**config.mk**
```make
export PLATFORM = sky130hd
export DESIGN_NAME = prism_to_tetra_split
export DESIGN_NICKNAME = d
export VERILOG_FILES = /design/src/rtl/p2t_pkg.sv /design/src/rtl/prism_to_tetra_split.sv
export VERILOG_INCLUDE_DIRS = /design/src /design/src/rtl
export SDC_FILE = /design/constraint.sdc
export NUM_CORES = 2
export LEC_CHECK = 0
export BUFFER_PORTS_ARGS = -buffer_cell sky130_fd_sc_hd__buf_2
export CORE_ASPECT_RATIO = 0.6
export CORE_UTILIZATION = 27
export DETAILED_ROUTE_END_ITERATION = 8
export PLACE_DENSITY_LB_ADDON = 0.05
export SYNTH_ARGS = -nofsm -noshare
export SYNTH_HDL_FRONTEND = slang
export SYNTH_SLANG_ARGS = --single-unit
```
**constraint.sdc**
```tcl
create_clock -name clk -period 32.4 [get_ports clk]
set_input_delay 1.62 -clock clk [delete_from_list [all_inputs] [get_ports clk]]
set_output_delay 1.62 -clock clk [all_outputs]
set_load 0.005 [all_outputs]
```
**src/rtl/prism_to_tetra_split_defines.svh**
```systemverilog
// assertion macros shared by the prism split rtl
`ifndef PRISM_TO_TETRA_SPLIT_DEFINES_SVH
`define PRISM_TO_TETRA_SPLIT_DEFINES_SVH

// same-cycle implication, sampled on clk, off while rst_n is low
`define P2T_ASSERT_NOW(label, ante, cons) \
  label: assert property (@(posedge clk) disable iff (!rst_n) (ante) |-> (cons)) \
    else $error("p2t assertion failed");

// next-cycle implication, sampled on clk, off while rst_n is low
`define P2T_ASSERT_NEXT(label, ante, cons) \
  label: assert property (@(posedge clk) disable iff (!rst_n) (ante) |=> (cons)) \
    else $error("p2t assertion failed");

`endif

```
**src/rtl/p2t_pkg.sv**
```systemverilog
// types and constant tables for the prism to tetrahedra splitter
package p2t_pkg;

  localparam int CORNER_W = 32;
  localparam int VERT_W   = 32;
  localparam int NUM_CORN = 6;
  localparam int NUM_TET  = 3;

  localparam logic [1:0] TET_FIRST = 2'd0;
  localparam logic [1:0] TET_LAST  = 2'd2;

  typedef struct packed {
    logic [CORNER_W-1:0] corner_0;
    logic [CORNER_W-1:0] corner_1;
    logic [CORNER_W-1:0] corner_2;
    logic [CORNER_W-1:0] corner_3;
    logic [CORNER_W-1:0] corner_4;
    logic [CORNER_W-1:0] corner_5;
  } p2t_in_t;

  typedef struct packed {
    logic [1:0]        tet_number;
    logic [VERT_W-1:0] tet_vertex_a;
    logic [VERT_W-1:0] tet_vertex_b;
    logic [VERT_W-1:0] tet_vertex_c;
    logic [VERT_W-1:0] tet_vertex_d;
    logic              split_error;
    logic              last_of_prism;
  } p2t_out_t;

  // row r: local vertex k (0-based) -> corner number, used when corner r is the minimum
  localparam logic [2:0] RELABEL [NUM_CORN][NUM_CORN] = '{
    '{3'd0, 3'd1, 3'd2, 3'd3, 3'd4, 3'd5},
    '{3'd1, 3'd2, 3'd0, 3'd4, 3'd5, 3'd3},
    '{3'd2, 3'd0, 3'd1, 3'd5, 3'd3, 3'd4},
    '{3'd3, 3'd5, 3'd4, 3'd0, 3'd2, 3'd1},
    '{3'd4, 3'd3, 3'd5, 3'd1, 3'd0, 3'd2},
    '{3'd5, 3'd4, 3'd3, 3'd2, 3'd1, 3'd0}
  };

  // local vertices (0-based) of each tetrahedron, quad cut along local 1-5
  localparam logic [2:0] TET_D26 [NUM_TET][4] = '{
    '{3'd0, 3'd1, 3'd2, 3'd5},
    '{3'd0, 3'd1, 3'd5, 3'd4},
    '{3'd0, 3'd4, 3'd5, 3'd3}
  };

  // same, quad cut along local 2-4
  localparam logic [2:0] TET_D35 [NUM_TET][4] = '{
    '{3'd0, 3'd1, 3'd2, 3'd4},
    '{3'd0, 3'd4, 3'd2, 3'd5},
    '{3'd0, 3'd4, 3'd5, 3'd3}
  };

endpackage

```
**src/rtl/prism_to_tetra_split.sv**
```systemverilog
// top level: splits one prism into three tetrahedra by the minimum vertex rule
//
//   channel | ports                          | direction | one transfer carries
//   --------+--------------------------------+-----------+----------------------------
//   input   | in_valid, in_ready, in_data    | in        | six corner indices of a prism
//   result  | out_valid, out_ready, out_data | out       | one tetrahedron or one error
//
// a prism takes three transfers on the result channel (one when it cannot be split);
// that count is set by the single result port, one tetrahedron per transfer.
// a prism passes through the input register, then the analysis register, before its
// first result; the next prism waits in the input register meanwhile.
// rst_n is synchronous, active low, and clears the valid flags and the counter.
// stalls on out_ready hold the current result; in_ready stays high while the
// input register is free or is being drained into the analysis stage.

`include "prism_to_tetra_split_defines.svh"

module prism_to_tetra_split
  import p2t_pkg::*;
#(
  parameter int INDEX_BITS = 32
) (
  input  logic     clk,
  input  logic     rst_n,
  input  logic     in_valid,
  output logic     in_ready,
  input  p2t_in_t  in_data,
  output logic     out_valid,
  input  logic     out_ready,
  output p2t_out_t out_data
);

  // inputs are 32 bits wide, so indices above that width change nothing
  localparam int CMP_W = (INDEX_BITS < CORNER_W) ? INDEX_BITS : CORNER_W;

  // ---------------- stage a: input register (masked corners) ----------------
  logic             a_valid_r, a_valid_nxt;
  logic [CMP_W-1:0] a_c_r [NUM_CORN];

  // ---------------- stage b: relabeled prism and emit counter ---------------
  logic             b_valid_r, b_valid_nxt;
  logic [CMP_W-1:0] b_p_r [NUM_CORN];
  logic [CMP_W-1:0] b_p_nxt [NUM_CORN];
  logic             b_use26_r, b_use26_nxt;
  logic             b_err_r, b_err_nxt;
  logic [1:0]       b_cnt_r, b_cnt_nxt;

  // handshake
  logic in_fire, out_fire, out_last, b_done, b_load;

  // analysis of the prism in stage a
  logic [NUM_CORN-1:0] lt [NUM_CORN];
  logic [NUM_CORN-1:0] strict;
  logic [NUM_CORN-1:0] lt26, lt35;
  logic [2:0]          min_idx;
  logic                any_strict, diag26, diag35;

  // result selection
  logic [2:0] vsel [4];

  // ---------------- handshake ----------------
  assign out_valid = b_valid_r;
  assign out_last  = b_err_r || (b_cnt_r == TET_LAST);
  assign out_fire  = b_valid_r && out_ready;
  assign b_done    = out_fire && out_last;
  // stage b takes the next prism once the current one has sent its last transfer
  assign b_load    = a_valid_r && (!b_valid_r || b_done);
  assign in_ready  = !a_valid_r || b_load;
  assign in_fire   = in_valid && in_ready;

  // ---------------- analysis: all comparisons in parallel ----------------
  always_comb begin
    for (int i = 0; i < NUM_CORN; i++) begin
      for (int j = 0; j < NUM_CORN; j++) begin
        lt[i][j] = (i != j) && (a_c_r[i] < a_c_r[j]);
      end
    end
    // a corner is the strict minimum when it is below all five others
    for (int i = 0; i < NUM_CORN; i++) begin
      strict[i] = &(lt[i] | (NUM_CORN'(1) << i));
    end
    // diagonal choice per candidate row, min(p2,p6) against min(p3,p5)
    // worked out from the pair compares: min(a,b) < min(c,d) iff a or b is below both
    for (int r = 0; r < NUM_CORN; r++) begin
      lt26[r] = (lt[RELABEL[r][1]][RELABEL[r][2]] && lt[RELABEL[r][1]][RELABEL[r][4]]) ||
                (lt[RELABEL[r][5]][RELABEL[r][2]] && lt[RELABEL[r][5]][RELABEL[r][4]]);
      lt35[r] = (lt[RELABEL[r][2]][RELABEL[r][1]] && lt[RELABEL[r][2]][RELABEL[r][5]]) ||
                (lt[RELABEL[r][4]][RELABEL[r][1]] && lt[RELABEL[r][4]][RELABEL[r][5]]);
    end
    // at most one corner can be strict
    min_idx = 3'd0;
    for (int i = NUM_CORN - 1; i >= 0; i--) begin
      if (strict[i]) begin
        min_idx = 3'(i);
      end
    end
    any_strict = |strict;
    diag26     = |(strict & lt26);
    diag35     = |(strict & lt35);
  end

  // ---------------- stage a and stage b next values ----------------
  always_comb begin
    a_valid_nxt = a_valid_r;
    if (in_fire) begin
      a_valid_nxt = 1'b1;
    end else if (b_load) begin
      a_valid_nxt = 1'b0;
    end

    b_valid_nxt = b_valid_r;
    b_cnt_nxt   = b_cnt_r;
    if (b_load) begin
      b_valid_nxt = 1'b1;
      b_cnt_nxt   = TET_FIRST;
    end else if (b_done) begin
      b_valid_nxt = 1'b0;
    end else if (out_fire) begin
      b_cnt_nxt = b_cnt_r + 2'd1;
    end

    for (int k = 0; k < NUM_CORN; k++) begin
      b_p_nxt[k] = a_c_r[RELABEL[min_idx][k]];
    end
    b_use26_nxt = diag26;
    // no strict minimum, or both diagonal minima equal
    b_err_nxt   = !any_strict || !(diag26 || diag35);
  end

  always_ff @(posedge clk) begin
    if (!rst_n) begin
      a_valid_r <= 1'b0;
      b_valid_r <= 1'b0;
      b_cnt_r   <= TET_FIRST;
    end else begin
      a_valid_r <= a_valid_nxt;
      b_valid_r <= b_valid_nxt;
      b_cnt_r   <= b_cnt_nxt;
    end
  end

  // payload registers, no reset
  always_ff @(posedge clk) begin
    if (in_fire) begin
      a_c_r[0] <= in_data.corner_0[CMP_W-1:0];
      a_c_r[1] <= in_data.corner_1[CMP_W-1:0];
      a_c_r[2] <= in_data.corner_2[CMP_W-1:0];
      a_c_r[3] <= in_data.corner_3[CMP_W-1:0];
      a_c_r[4] <= in_data.corner_4[CMP_W-1:0];
      a_c_r[5] <= in_data.corner_5[CMP_W-1:0];
    end
    if (b_load) begin
      b_p_r     <= b_p_nxt;
      b_use26_r <= b_use26_nxt;
      b_err_r   <= b_err_nxt;
    end
  end

  // ---------------- result: pick four local vertices of tetrahedron b_cnt_r ----------------
  always_comb begin
    for (int k = 0; k < 4; k++) begin
      vsel[k] = b_use26_r ? TET_D26[b_cnt_r][k] : TET_D35[b_cnt_r][k];
    end
    out_data.tet_number    = b_cnt_r;
    out_data.tet_vertex_a  = b_err_r ? '0 : VERT_W'(b_p_r[vsel[0]]);
    out_data.tet_vertex_b  = b_err_r ? '0 : VERT_W'(b_p_r[vsel[1]]);
    out_data.tet_vertex_c  = b_err_r ? '0 : VERT_W'(b_p_r[vsel[2]]);
    out_data.tet_vertex_d  = b_err_r ? '0 : VERT_W'(b_p_r[vsel[3]]);
    out_data.split_error   = b_err_r;
    out_data.last_of_prism = out_last;
  end

  // ---------------- assertions ----------------
  `P2T_ASSERT_NOW(a_err_single, b_valid_r && b_err_r, b_cnt_r == TET_FIRST)
  `P2T_ASSERT_NOW(a_cnt_range, b_valid_r, b_cnt_r != 2'd3)
  `P2T_ASSERT_NEXT(a_cnt_step, out_fire && !out_last, b_valid_r && (b_cnt_r == $past(b_cnt_r) + 2'd1))
  `P2T_ASSERT_NEXT(a_drain, b_done && !b_load, !b_valid_r)
  `P2T_ASSERT_NOW(a_no_overrun, b_load, !b_valid_r || b_done)

endmodule
```
== After elaboration in Yosys (flattened, before gate mapping) ==
Memory sizes are Yosys's and may differ from the RTL's. A register that Yosys moved wholly into a read port is not among the register bits.
Index checks and enable logic that the tools add are counted.

* Flip-flop bits (word level): 6
* Bits in latches: 0
* Bits in writable memories: 192
* Bits in read-only memories: 144
* Input bits: 196
* Output and inout bits: 134
* Memories kept: 2

* Add/sub/neg operators: 1
* Multiply operators: 0
* Div/mod/pow operators: 0
* Order comparisons: 36
* Equality and inequality tests: 1
* Shift operators: 0
* Multiplexer cells: 40
* Bitwise gates (word level): 10
* Reduce and logical (&&, ||, !) cells: 44

{| class="wikitable"
|+ Memory list
! memory !! words !! width !! rd ports !! clocked after memory_dff !! write ports !! line !! text
|-
| a_c_r || 6 || 32 || 12 || 6 || 6 || prism_to_tetra_split.sv:38 || <nowiki>logic [CMP_W-1:0] a_c_r [NUM_CORN];</nowiki>
|-
| (no name shown) || 8 || 18 || 1 || 0 || 0 || prism_to_tetra_split.sv:123 || <nowiki>b_p_nxt[k] = a_c_r[RELABEL[min_idx][k]];</nowiki>
|}

{| class="wikitable"
|+ Operator list
! cell !! count
|-
| < comparator 32 bit || 30
|-
| binary-select mux 32 bit (select 3 bit) || 4
|-
| 2-to-1 mux 32 bit || 12
|-
| binary-select mux 12 bit (select 2 bit) || 2
|-
| 2-to-1 mux 12 bit || 4
|-
| 2-to-1 mux 18 bit || 2
|-
| 2-to-1 mux 3 bit || 10
|-
| AND reduction 5 bit || 6
|-
| >= comparator 4 bit, second input constant || 5
|-
| inverter 3 -> 4 bit || 5
|-
| OR reduction 6 bit || 3
|-
| logical AND 1 bit || 16
|-
| bitwise AND 6 bit || 2
|-
| logical OR 1 bit || 11
|-
| 2-to-1 mux 1 bit || 6
|-
| logical NOT 1 bit || 4
|-
| nonzero test 2 bit || 2
|-
| >= comparator 3 bit, second input constant || 1
|-
| inverter 2 -> 3 bit || 1
|-
| adder 2 x 1 -> 2 bit, second input constant || 1
|-
| == test 2 bit, second input constant || 1
|-
| inverter 1 bit || 2
|-
| AND reduction 2 bit || 1
|-
| OR reduction 2 bit || 1
|}

== Depth between registers and ports, before layout ==
An unclocked memory read counts as a cell.

* Depth in word-level cells: 13
* Gate-level depth with buffers: 23
* Mapped depth without buffers: 17

== Worst setup path after synthesis ==
OpenSTA, ideal clock, no wires.

* Path type: input-to-reg
* Start point: in out_ready
* End point: mem a_c_r[0][0] (netlist bit), enable pin
* Arrival: 11.031 ns
* Data required time: 31.592 ns
* Path slack: 20.561 ns
* Stages on the path: 2
* Path buffers: 0
* Cells stage by stage: a21boi_0 a21oi_1

{| class="wikitable"
|+ RTL lines
! element !! line !! text
|-
| start: declaration || prism_to_tetra_split.sv:29 || <nowiki>input logic out_ready,</nowiki>
|-
| end: declaration || prism_to_tetra_split.sv:38 ||
|}

==> reports/qor.txt <==
Worst EP required: 32.73 ns
drt total wl: 215.2 mm
Worst-Margin Slew: 1.221 ns
DIE WIDTH: 470.2 µm
crit-path cells: inv_1 > ha_1 > a21o_1 > a21o_1 > a221oi_1 > o21ai_0 > a21oi_1 > and3b_1 > nand4_1 > and2_2 > buf_4 > ha_2 > buf_4 > buf_4 > a21oi_4 > buf_4 > o211a_1 > o31ai_1
status: finished, final reports clean
RSZ-0062 raised after global routing: false
R2R Path Start: a_c_r[2][29]
clk sink count: 390
TritonCTS Buffers: 48
Final TNS setup: 0 ns
Final Total Pwr: 0.002080 W
Setup Fix Bufs, Post-CTS: 0
FP Rows: 102
cell area after layout: 0.04075 mm²
global placement routability congestion: 0.9603
Total GRT Usage: 0.3112
CTS tree: yes
Worst-path clk slew: 0.07 ns
Hold Path Class: reg2reg
Max Cap Viol: 0
Initial Util: 0.2737
worst hold start: a_valid_r
initial antenna violation count: 23
Max stage delay on crit path: 0.87 ns
Layout Skew: 0.03262 ns
Pre-Repair DR Iteration Count: 8
VDD IR-drop max: 0.04008 mV
core area: 0.1298 mm²
worst setup path category: reg2reg
LEAKAGE: 16.57 nW
DP HPWL: 161.7 mm
Main synth FF type: edfxtp_1
final core occ: 0.3140
Yosys warning total: 0
EDFF count, synth: 386
Critical Path Most Common Cell: buf_4
Filler cells: 13434
CP Launch Point: a_c_r[2][29]
Crit path depth: 18
DIE AREA: 0.1331 mm²
number of remaining DRC errors: 0
gr ovfl total: 0
Reg2Reg Setup Slack: 24.00 ns
largest net degree at the start of global routing: 95
worst reg2reg endpoint: b_p_r[13]
clk_lat worst skew: 0.68 ns
Root Driver: clkbuf_16
area grow syn2layout: 14.73%
Port-buffer cells: 329
fin crit share: 0.2592
first-pass GRT wire length: 289.4 mm
CP top delay family: compound AO/OA/AOI/OAI gates
Synth Area per Inst: 9.489 µm²
most common cell after layout, fill and taps aside: ha_1
layout cell share with drive strength beyond 1: 0.1625
number of synthesized register bits: 390
leading post-synthesis cells by cell area: edfxtp_1, ha_1, a211oi_1
total number of vias: 36029
Routed Antenna Nets: 0
worst reg2reg path depth: 18
1st-iter DRT viols: 5993
mapped cell area: 0.03552 mm²
# setup viols final: 0
fmax: 119.1 MHz
Async S/R FF share, synth: 0
vias in the first global route: 32812
H-tree depth: 2
most frequent cells in the layout: ha_1, edfxtp_1, buf_2, a21oi_1, nor3_1
Unique masters post-synth: 80
share of the synthesized area in the top cell type: 0.3263
critical path startpoint category: flip-flop
die height: 282.9 µm
Final Critical Period: 8.398 ns
Fin. Hold Viols: 0
PwrDens: 51.05 mW/mm²
Max FO, Critical Path: 42
Arrival @ worst endpoint: 8.73 ns
post-synthesis sequential area ratio: 0.3286
vias per inst: 6.300
# resized after CTS: 0
wire length per cell: 37.63 µm
Top-Level Pins: 330
worst hold margin: 0.5590 ns
CP endpoint: b_p_r[13]
Final nets: 4645
hold buffer count at cts: 0
Slew HR: 0.1790
placed inst area: 0.03922 mm²
buffers and inverters on the worst path: 5
Slew Viols, Final: 0
Yosys top cell by area: edfxtp_1
Setup crit end kind: flip-flop
cells after synthesis: 3743
Max Buffers Root-to-Sink: 3
syn_nets: 4426
Critical-path top delay cell: o31ai_1
==> Yosys cell counts, types with 5 or more instances <==
cell	number
and4_1	17
a31oi_1	5
mux4_2	64
nor3_1	262
nor2_1	124
buf_2	75
a21o_1	100
a211oi_1	251
inv_1	176
a22oi_1	83
o21a_1	10
nor2b_1	87
a311oi_1	33
a221o_1	15
a21boi_0	10
buf_1	17
a2bb2oi_1	9
nand3_1	52
mux2i_1	45
ha_1	487
nand2_1	260
or3_1	5
buf_4	13
a21oi_1	324
o211ai_1	19
o22ai_1	80
nand4_1	87
mux2_2	34
clkbuf_1	162
edfxtp_1	386
o31ai_1	35
o211a_1	36
o21ai_0	174
nand2b_1	9
a2111oi_0	11
and3_1	5
o221ai_1	74
nor4_1	15
a221oi_1	19
==> worst register-to-register path, stage by stage (launching register included) <==
cell and delay [ns]:
edfxtp_1 0.84, inv_1 0.52, ha_1 0.44, a21o_1 0.18, a21o_1 0.17, a221oi_1 0.35
o21ai_0 0.25, a21oi_1 0.58, and3b_1 0.29, nand4_1 0.33, and2_2 0.22, buf_4 0.63
ha_2 0.39, buf_4 0.46, buf_4 0.55, a21oi_4 0.35, buf_4 0.36, o211a_1 0.30
o31ai_1 0.87
==> report_power, final <==
group	switching, W	total [W]	internal, W	leakage [nW]
Combinational	0.000554	0.000804	0.000250	12.1
Clock	0.000254	0.000555	0.000301	0.729
Sequential	0.0000924	0.000721	0.000629	3.72
==> layout make-up <==
type | instances | area [µm²] | area share
well taps | 1716 | 2147 | 0.05269
multi-input cells | 2906 | 22280 | 0.5467
repair buffers | 437 | 2457 | 0.06030
diodes | 8 | 20.02 | 0.0004913
flip-flops and latches | 390 | 11670 | 0.2864
clock buffers | 56 | 1252 | 0.03073
clock inverters | 27 | 251.5 | 0.006172
inverters | 179 | 671.9 | 0.01649
==> per-stage QoR <==
| step | std cells | setup slack (ns) |
|---|---|---|
| after CTS | 5710 | 24.39 |
| final | 5719 | 24.00 |
| after global placement | 5627 | 24.48 |
| after global routing | 5711 | 23.90 |
| after floorplan | 3743 | 20.56 |
| after detailed placement | 5627 | 24.44 |
==> metal layers <==
metal  global-route usage  routed length [µm]  vias to the layer above
li1                     -                   -                    15319
met1               0.4940              105700                    18002
met2               0.3609               72350                     2474
met3               0.1527               33890                      224
met4              0.04285                3164                       10
met5            0.0007107                  66                        -
==> logic make-up after synthesis <==
family / Yosys count / synth area share
XOR/XNOR: 1 / 0.0002466
buffers and inverters: 447 / 0.05147
AO/OA/AOI/OAI: 1323 / 0.2519
flip-flops: 390 / 0.3286
multiplexers: 143 / 0.06404
AND/OR/NAND/NOR: 952 / 0.1322
adder cells (fa/ha/maj): 487 / 0.1716
==> state kept, by name, indices dropped and copies added, names as in the netlist <==
signal	count
a_valid_r	1
b_cnt_r	2
a_c_r	192
b_err_r	1
b_use26_r	1
b_p_r	192
out_valid	1
==> how the worst min path moves through the flow <==
stage            endpoint  cells after the start
2_1_floorplan   out_valid                      1
3_3_place_gp   b_cnt_r[0]                      2
3_5_place_dp    a_valid_r                      2
4_1_cts         a_valid_r                      2
5_1_grt         a_valid_r                      2
6_report        a_valid_r                      2
No activity file was read; power rests on OpenSTA's default activity.
